**src/sv/jts_pkg.sv**
```systemverilog
`timescale 1ns / 1ps

package jts_pkg;

    // scanner states: accepting states are token kind plus one
    typedef enum logic [3:0] {
        ST_START = 4'd0,
        ST_ID    = 4'd1,
        ST_QUOTE = 4'd2,
        ST_COLON = 4'd3,
        ST_NUM   = 4'd4,
        ST_SPACE = 4'd5,
        ST_LBRK  = 4'd6,
        ST_RBRK  = 4'd7,
        ST_LBRC  = 4'd8,
        ST_RBRC  = 4'd9,
        ST_COMMA = 4'd10,
        ST_ESC   = 4'd11,
        ST_NONE  = 4'd15
    } scan_state_t;

    typedef enum logic [1:0] {
        EV_CHAR    = 2'd0,
        EV_END     = 2'd1,
        EV_ERR     = 2'd2,
        EV_DISCARD = 2'd3
    } ev_kind_t;

    localparam logic [7:0] CH_QUOTE  = 8'h22;
    localparam logic [7:0] CH_BSLASH = 8'h5C;
    localparam logic [7:0] CH_COLON  = 8'h3A;
    localparam logic [7:0] CH_LBRK   = 8'h5B;
    localparam logic [7:0] CH_RBRK   = 8'h5D;
    localparam logic [7:0] CH_LBRC   = 8'h7B;
    localparam logic [7:0] CH_RBRC   = 8'h7D;
    localparam logic [7:0] CH_SPACE  = 8'h20;
    localparam logic [7:0] CH_COMMA  = 8'h2C;
    localparam logic [7:0] CH_ZERO   = 8'h30;
    localparam logic [7:0] CH_NINE   = 8'h39;

    localparam int unsigned MAX_RES = 3;

    typedef struct packed {
        logic [7:0] char_in;
        logic       end_of_text;
    } in_item_t;

    typedef struct packed {
        logic [1:0] event_kind;
        logic [3:0] token_kind;
        logic [7:0] lexeme_char;
        logic       last_of_run;
    } out_item_t;

    // one result inside a bundle
    typedef struct packed {
        ev_kind_t   event_kind;
        logic [3:0] token_kind;
        logic [7:0] lexeme_char;
    } res_t;

    // all results caused by one input byte
    typedef struct packed {
        logic [1:0]              count;
        res_t [MAX_RES-1:0]      res;
    } bundle_t;

    function automatic logic is_accepting(input scan_state_t s);
        return (s >= ST_ID) && (s <= ST_COMMA);
    endfunction

    function automatic logic [3:0] kind_of(input scan_state_t s);
        return is_accepting(s) ? (4'(s) - 4'd1) : 4'd0;
    endfunction

    // transition table of the scanner
    function automatic scan_state_t next_state(input scan_state_t s, input logic [7:0] c);
        logic        digit;
        scan_state_t ns;
        digit = (c >= CH_ZERO) && (c <= CH_NINE);
        ns = ST_NONE;
        if (!c[7]) begin
            unique case (s)
                ST_START: begin
                    if (digit) begin
                        ns = ST_NUM;
                    end else begin
                        unique case (c)
                            CH_QUOTE: ns = ST_QUOTE;
                            CH_COLON: ns = ST_COLON;
                            CH_LBRK:  ns = ST_LBRK;
                            CH_RBRK:  ns = ST_RBRK;
                            CH_LBRC:  ns = ST_LBRC;
                            CH_RBRC:  ns = ST_RBRC;
                            CH_SPACE: ns = ST_SPACE;
                            CH_COMMA: ns = ST_COMMA;
                            default:  ns = ST_ID;
                        endcase
                    end
                end
                ST_ID: begin
                    if (c == CH_QUOTE) begin
                        ns = ST_NONE;
                    end else if (c == CH_BSLASH) begin
                        ns = ST_ESC;
                    end else begin
                        ns = ST_ID;
                    end
                end
                ST_ESC:  ns = ST_ID;
                ST_NUM:  ns = digit ? ST_NUM : ST_NONE;
                default: ns = ST_NONE;
            endcase
        end
        return ns;
    endfunction

endpackage

```
**src/sv/json_token_scanner_core.sv**
```systemverilog
`timescale 1ns / 1ps

// channel  | direction | signals                   | payload
// s_       | in        | s_valid, s_ready, s_data  | in_item_t  (char_in, end_of_text)
// m_       | out       | m_valid, m_ready, m_data  | out_item_t (event_kind .. last_of_run)
//
// each byte is classified in the cycle it transfers; 0 to 3 results follow
// results leave one per cycle from the back end while m_ready is high
// a bundle queue of QUEUE_DEPTH entries lets input run ahead of a stalled output
// aresetn is synchronous: scanner returns to start, queue and output are emptied

module json_token_scanner_core
    import jts_pkg::*;
#(
    parameter int unsigned QUEUE_DEPTH = 4
) (
    input  logic      aclk,
    input  logic      aresetn,
    input  logic      s_valid,
    output logic      s_ready,
    input  in_item_t  s_data,
    output logic      m_valid,
    input  logic      m_ready,
    output out_item_t m_data
);

    logic    q_full;
    logic    push;
    bundle_t push_data;
    logic    pop_valid;
    logic    pop_ready;
    bundle_t pop_data;

    // classify bytes
    jts_front u_front (
        .aclk      (aclk),
        .aresetn   (aresetn),
        .s_valid   (s_valid),
        .s_ready   (s_ready),
        .s_data    (s_data),
        .q_full    (q_full),
        .push      (push),
        .push_data (push_data)
    );

    // bundle queue
    jts_queue #(
        .DEPTH (QUEUE_DEPTH)
    ) u_queue (
        .aclk      (aclk),
        .aresetn   (aresetn),
        .push      (push),
        .push_data (push_data),
        .full      (q_full),
        .pop_valid (pop_valid),
        .pop_ready (pop_ready),
        .pop_data  (pop_data)
    );

    // stream results
    jts_back u_back (
        .aclk      (aclk),
        .aresetn   (aresetn),
        .pop_valid (pop_valid),
        .pop_ready (pop_ready),
        .pop_data  (pop_data),
        .m_valid   (m_valid),
        .m_ready   (m_ready),
        .m_data    (m_data)
    );

endmodule

```
**src/sv/jts_front.sv**
```systemverilog
`timescale 1ns / 1ps

module jts_front
    import jts_pkg::*;
(
    input  logic     aclk,
    input  logic     aresetn,
    input  logic     s_valid,
    output logic     s_ready,
    input  in_item_t s_data,
    input  logic     q_full,
    output logic     push,
    output bundle_t  push_data
);

    scan_state_t state_reg, state_next;
    logic        halted_reg, halted_next;
    logic        xfer;

    assign s_ready = !q_full;
    assign xfer    = s_valid && s_ready;

    // state register
    always_ff @(posedge aclk) begin
        if (!aresetn) begin
            state_reg  <= ST_START;
            halted_reg <= 1'b0;
        end else if (xfer) begin
            state_reg  <= state_next;
            halted_reg <= halted_next;
        end
    end

    // classify the byte and build its result bundle
    always_comb begin
        logic [7:0]  c;
        logic        eot;
        logic        err;
        logic [1:0]  n;
        scan_state_t s;
        scan_state_t ns;
        c   = s_data.char_in;
        eot = s_data.end_of_text;
        err = 1'b0;
        n   = 2'd0;
        s   = state_reg;
        ns  = ST_NONE;
        push_data = '0;
        state_next  = state_reg;
        halted_next = halted_reg;
        if (halted_reg) begin
            if (eot) begin
                state_next  = ST_START;
                halted_next = 1'b0;
            end
        end else begin
            ns = next_state(s, c);
            if (ns == ST_NONE) begin
                if (is_accepting(s)) begin
                    push_data.res[n] = '{event_kind: EV_END, token_kind: kind_of(s),
                                         lexeme_char: 8'd0};
                    n  = n + 2'd1;
                    s  = ST_START;
                    ns = next_state(ST_START, c);
                end
                if (ns == ST_NONE) begin
                    push_data.res[n] = '{event_kind: EV_ERR, token_kind: 4'd0,
                                         lexeme_char: c};
                    n   = n + 2'd1;
                    err = 1'b1;
                    s   = ST_START;
                end
            end
            if (!err) begin
                s = ns;
                if (s != ST_ESC) begin
                    push_data.res[n] = '{event_kind: EV_CHAR, token_kind: kind_of(s),
                                         lexeme_char: c};
                    n = n + 2'd1;
                end
            end
            // end of text closes or discards the open token
            if (eot) begin
                if (!err) begin
                    if (is_accepting(s)) begin
                        push_data.res[n] = '{event_kind: EV_END, token_kind: kind_of(s),
                                             lexeme_char: 8'd0};
                        n = n + 2'd1;
                    end else if (s != ST_START) begin
                        push_data.res[n] = '{event_kind: EV_DISCARD, token_kind: 4'd0,
                                             lexeme_char: 8'd0};
                        n = n + 2'd1;
                    end
                end
                state_next  = ST_START;
                halted_next = 1'b0;
            end else begin
                state_next  = s;
                halted_next = err;
            end
        end
        push_data.count = n;
        push = xfer && (n != 2'd0);
    end

    a_no_push_when_halted: assert property (@(posedge aclk) disable iff (!aresetn)
        push |-> !halted_reg)
        else $error("front produced results while halted");

endmodule

```
**src/sv/jts_queue.sv**
```systemverilog
`timescale 1ns / 1ps

module jts_queue
    import jts_pkg::*;
#(
    parameter int unsigned DEPTH = 4
) (
    input  logic    aclk,
    input  logic    aresetn,
    input  logic    push,
    input  bundle_t push_data,
    output logic    full,
    output logic    pop_valid,
    input  logic    pop_ready,
    output bundle_t pop_data
);

    localparam int unsigned PW = (DEPTH > 1) ? $clog2(DEPTH) : 1;
    localparam int unsigned CW = $clog2(DEPTH + 1);
    localparam logic [PW-1:0] PTR_LAST = PW'(DEPTH - 1);
    localparam logic [CW-1:0] CNT_FULL = CW'(DEPTH);

    bundle_t       slot_reg [DEPTH];
    logic [PW-1:0] wr_ptr_reg, rd_ptr_reg;
    logic [CW-1:0] count_reg;
    logic          pop;

    assign full      = (count_reg == CNT_FULL);
    assign pop_valid = (count_reg != '0);
    assign pop       = pop_valid && pop_ready;
    assign pop_data  = slot_reg[rd_ptr_reg];

    // storage
    always_ff @(posedge aclk) begin
        if (push) begin
            slot_reg[wr_ptr_reg] <= push_data;
        end
    end

    // pointers and fill count
    always_ff @(posedge aclk) begin
        if (!aresetn) begin
            wr_ptr_reg <= '0;
            rd_ptr_reg <= '0;
            count_reg  <= '0;
        end else begin
            if (push) begin
                wr_ptr_reg <= (wr_ptr_reg == PTR_LAST) ? '0 : wr_ptr_reg + 1'b1;
            end
            if (pop) begin
                rd_ptr_reg <= (rd_ptr_reg == PTR_LAST) ? '0 : rd_ptr_reg + 1'b1;
            end
            if (push && !pop) begin
                count_reg <= count_reg + 1'b1;
            end else if (pop && !push) begin
                count_reg <= count_reg - 1'b1;
            end
        end
    end

    a_no_overflow: assert property (@(posedge aclk) disable iff (!aresetn)
        full |-> !push)
        else $error("queue written while full");

endmodule

```
**src/sv/jts_back.sv**
```systemverilog
`timescale 1ns / 1ps

module jts_back
    import jts_pkg::*;
(
    input  logic      aclk,
    input  logic      aresetn,
    input  logic      pop_valid,
    output logic      pop_ready,
    input  bundle_t   pop_data,
    output logic      m_valid,
    input  logic      m_ready,
    output out_item_t m_data
);

    bundle_t    bundle_reg;
    logic [1:0] idx_reg;
    logic       busy_reg;
    logic       last;
    logic       xfer;
    res_t       cur;

    assign cur       = bundle_reg.res[idx_reg];
    assign last      = (idx_reg == (bundle_reg.count - 2'd1));
    assign xfer      = busy_reg && m_ready;
    assign pop_ready = !busy_reg || (xfer && last);

    assign m_valid            = busy_reg;
    assign m_data.event_kind  = cur.event_kind;
    assign m_data.token_kind  = cur.token_kind;
    assign m_data.lexeme_char = cur.lexeme_char;
    assign m_data.last_of_run = last;

    // current bundle
    always_ff @(posedge aclk) begin
        if (pop_valid && pop_ready) begin
            bundle_reg <= pop_data;
        end
    end

    // result sequencer
    always_ff @(posedge aclk) begin
        if (!aresetn) begin
            busy_reg <= 1'b0;
            idx_reg  <= 2'd0;
        end else if (pop_valid && pop_ready) begin
            busy_reg <= 1'b1;
            idx_reg  <= 2'd0;
        end else if (xfer) begin
            if (last) begin
                busy_reg <= 1'b0;
            end else begin
                idx_reg <= idx_reg + 2'd1;
            end
        end
    end

    a_bundle_nonempty: assert property (@(posedge aclk) disable iff (!aresetn)
        busy_reg |-> (bundle_reg.count != 2'd0))
        else $error("empty bundle in back end");

    a_idx_in_range: assert property (@(posedge aclk) disable iff (!aresetn)
        busy_reg |-> (idx_reg < bundle_reg.count))
        else $error("result index past bundle count");

endmodule

```
**config.mk**
```make
export PLATFORM = sky130hd
export DESIGN_NAME = json_token_scanner_core
export DESIGN_NICKNAME = d
export VERILOG_FILES = /design/src/sv/jts_pkg.sv /design/src/sv/json_token_scanner_core.sv /design/src/sv/jts_front.sv /design/src/sv/jts_queue.sv /design/src/sv/jts_back.sv
export SDC_FILE = /design/constraint.sdc
export NUM_CORES = 1
export LEC_CHECK = 0
export BUFFER_PORTS_ARGS = -buffer_cell sky130_fd_sc_hd__buf_2
export CAP_MARGIN = 20
export CORE_MARGIN = 2
export CORE_UTILIZATION = 55
export CTS_CLUSTER_SIZE = 10
export DETAILED_ROUTE_END_ITERATION = 16
export PLACE_DENSITY_LB_ADDON = 0.3
export SLEW_MARGIN = 5
export SYNTH_ARGS = -nofsm -noshare
export SYNTH_HDL_FRONTEND = slang
export SYNTH_SLANG_ARGS = --single-unit
```
**constraint.sdc**
```tcl
create_clock -name aclk -period 8.7 [get_ports aclk]
set_clock_uncertainty 0.1 [all_clocks]
set_input_delay 1.305 -clock aclk [delete_from_list [all_inputs] [get_ports aclk]]
set_output_delay 1.305 -clock aclk [all_outputs]
set_load 0.02 [all_outputs]
```
==> summary.md <==
| Metric | Value |
|---|---|
| Max clock buf depth | `3` |
| Post-synthesis cell type count | `80` |
| Area contributors post-synth | `edfxtp_1 62%, mux4_2 9.4%, ha_1 3.2%` |
| Global-route wire length before repair | `34230 um` |
| Clk Tree Root Cell | `clkbuf_16` |
| Vias | `approximately 6000` |
| Status | `finished, final reports clean` |
| Pwr dens | `307.5 mW/mm2` |
| Die Y | `142.8 um` |
| Top_reg_cell synth | `edfxtp_1` |
| Max Cap Violations | `0` |
| Hold WC Path Type | `flop to flop` |
| Max VDD drop | `195.2 uV` |
| Fin worst setup slack | `2568 ps` |
| Antenna Cells | `0` |
| Clk sink count | `around 240` |
| Worst path max stage delay | `approximately 430 ps` |
| Later-pin clock latency in the skew report | `520 ps` |
| Final ANT Viol Nets | `0` |
| Critical Path Start Type | `primary input` |
| CP required | `between 9000 and 10000 ps` |
| EDFF count, synth | `220` |
| Util after Layout | `62.64%` |
| Grt ovf | `0` |
| Mapped Cells | `694` |
| Share of post-route cells with drive strength above 1 | `between 10% and 20%` |
| Gp weighted congestion | `around 0.9` |
| Top-area cell type share of the netlist area | `a little over 60%` |
| Period utilization | `70.48%` |
| Critical path buffers and inverters | `5` |
| Chip width | `around 140 um` |
| Gr usage total | `22.06%` |
| Setup CP Type | `primary input to flop` |
| Setup violators final | `0` |
| Yosys warning count | `0` |
| Worst-path fanout max | `16` |
| Largest net degree at the start of global routing | `48` |
| Buffers on Ports | `29` |
| Delay-heaviest family, CP | `adder cells` |
| Least-Margin Pin Slew | `1004 ps` |
| CTS Hold Bufs | `0` |
| Initial Util | `56.25%` |
| Slew Limit Fails | `0` |
| Drt total wl | `21560 um` |
| Final min period | `6132 ps` |
| CP arrival | `6460 ps` |
| Detailed Route Iter0 Violations | `404` |
| Total core area | `0.01883 mm2` |
| Tot Pwr | `3.627 mW` |
| Clock Pin Slew Worst Setup and Hold Paths | `50 ps` |
| Slew headroom | `about 33%` |
| Crit. End Element | `flop` |
| Num rows | `50` |
| DRC | `0` |
| Avg Vias per Cell | `5.976` |
| Resized cells post-CTS | `0` |
| FMAX | `approximately 160 MHz` |
| # IOs | `30` |
| Slowest cell on crit path | `fa_1` |
| Initial antenna violation count | `0` |
| Area of the die | `0.02039 mm2` |
| H-Tree Depth | `1` |
| P&R area growth vs syn | `11.36%` |
| Cell taking the most area after synthesis | `edfxtp_1` |
| CTS buffer count | `28` |
| DP Worst Slack | `2016 ps` |
| Setup bufs post-CTS | `0` |
| Multi-input logic area | `0.003471 mm2` |
| Final #Nets | `775` |
| TNS Setup | `0 ps` |
| Async set-reset flop share out of synthesis | `0%` |
| CTS tree | `yes` |
| Post-Syn Area | `0.01059 mm2` |
| DP HPWL | `13150 um` |
| Mean routed wirelength per cell | `21.45 um` |
| Worst-path cell chain | `buf_2 > nand4bb_1 > o211ai_2 > nand3_1 > o21ai_1 > inv_1 > ha_1 > nand2_1 > ha_1 > mux2i_1 > inv_1 > ha_1 > a211oi_2 > a31oi_4 > inv_1 > ha_1 > inv_1 > fa_1 > xor2_1 > or3_1 > a21boi_0` |
| FF+latch count, synth | `235` |
| Avg Inst Size Synth | `between 15 and 20 um2` |
| Max reg flops | `176` |
| Hold Fails Final Rpt | `0` |
| Layout fillers | `1376` |
| Vias in the first global route | `6250` |
| Pre-antenna DRT Iters | `4` |
| RSZ-0062 raised after global routing | `no` |
| Sequential-to-total area share from yosys stat | `65.20%` |
| FF+latch area | `around 0.0069 mm2` |
| Leakage | `approximately 4 nW` |
[cells by family (layout without fill, tap and decap cells)]
| group | after synthesis | after routing | share of synthesized area (%) |
|---|---|---|---|
| flip-flops | 235 | 235 | 65.20 |
| multiplexers | 62 | 62 | 11.06 |
| adder cells (fa/ha/maj) | 28 | 28 | 3.378 |
| buffers and inverters | 57 | 105 | 2.421 |
| XOR/XNOR | 14 | 14 | 1.157 |
| AO/OA/AOI/OAI | 94 | 94 | 6.390 |
| other | 1 | 4 | 0.03540 |
| AND/OR/NAND/NOR | 203 | 203 | 10.36 |
[tightest hold or removal path, cell delays in order, from the launching register on]
cell      delay [ps]
dfxtp_1          330
nand2_1           60
a21boi_0          60
[layer usage]
| layer | vias to the layer above | share of wire [%] | GRT usage (%) |
|---|---|---|---|
| met3 | 38 | 4.1 | 2.482 |
| li1 | 2747 | - | - |
| met1 | 3055 | 44 | 30.00 |
| met5 | - | 0 | 0 |
| met4 | 0 | 2.1 | 6.201 |
| met2 | 166 | 50 | 38.11 |
[cell usage after synthesis, types with 2 or more instances]
master      n
nand4_1     5
nor4b_1     4
nor2b_1    18
nor4_1      3
buf_4       3
nor2_1     47
xor2_1      4
nand2b_1    6
o21a_1      3
a21boi_0    4
nor2_2      2
a211oi_2    2
edfxtp_1  220
xnor2_1    10
a31oi_1     3
clkbuf_1   16
o22ai_1     5
o211ai_2    2
a211oi_1    3
o21ai_1     3
buf_6       2
o21ai_0    26
nor3_1      6
dfxtp_1    15
a32o_1      2
buf_2       4
a22oi_1     6
buf_1       6
inv_1      25
a21oi_1    15
nand3b_1    2
nand3_1    11
mux4_2     44
and2_1      5
and3_1      6
nor4_4      2
mux2i_1    18
nor3b_1     4
nand2_1    61
ha_1       27
or3_1       4
nand4b_1    2
[path summary, 6_finish.rpt]
check | startpoint | endpoint | slack, ps | cells past startpoint
setup reg to reg | u_front.state_reg[0] | u_queue.count_reg[2] | 2870 | 22
setup / recovery | s_data[8] | u_queue.count_reg[2] | 2570 | 21
hold reg to reg | u_back.m_valid | u_back.m_valid | 400 | 2
hold / removal | u_back.m_valid | u_back.m_valid | 400 | 2
[report_power, final]
part | internal [mW] | switching (mW) | total [mW]
Combinational | 0.391 | 0.603 | 0.994
Sequential | 1.57 | 0.0665 | 1.64
Clock | 0.598 | 0.398 | 0.996
Total | 2.56 | 1.07 | 3.63
[layout by cell type (no fill, tap or decap), types with 5 or more instances in the layout]
cell       netlist  routed
mux2i_1         18      18
ha_1            27      27
and3_1           6       6
nor2_1          47      47
and2_1           5       5
a21oi_1         15      15
mux4_2          44      44
a22oi_1          6       6
edfxtp_1       220     220
o21ai_0         26      26
clkbuf_16        0      29
nand2b_1         6       6
nand4_1          5       5
clkbuf_1        16       9
o22ai_1          5       5
inv_1           25      24
nand3_1         11      11
nand2_1         61      61
nor3_1           6       6
dfxtp_1         15      13
nor2b_1         18      14
buf_4            3      10
xnor2_1         10      10
buf_2            4      29
[metrics by stage]
| step | hold slack [ps] | std cells | instance area, um2 |
|---|---|---|---|
| floorplan | 370.9 | 697 | 10600 |
| global placement | 375.2 | 964 | 11020 |
| detailed placement | 389.9 | 964 | 11020 |
| CTS | 399.2 | 1005 | 11800 |
| global route | 437.8 | 1005 | 11800 |
| finish | 397.6 | 1005 | 11800 |
[area by class of cell]
| class | count | area share [%] |
|---|---|---|
| repair buffers | 39 | 1.867 |
| flip-flops and latches | 235 | 58.57 |
| inverters | 25 | 0.7955 |
| multi-input cells | 405 | 29.42 |
| well taps | 260 | 2.758 |
| clock buffers | 38 | 6.438 |
| clock inverters | 3 | 0.1485 |
(Power assumes the default switching activity.)
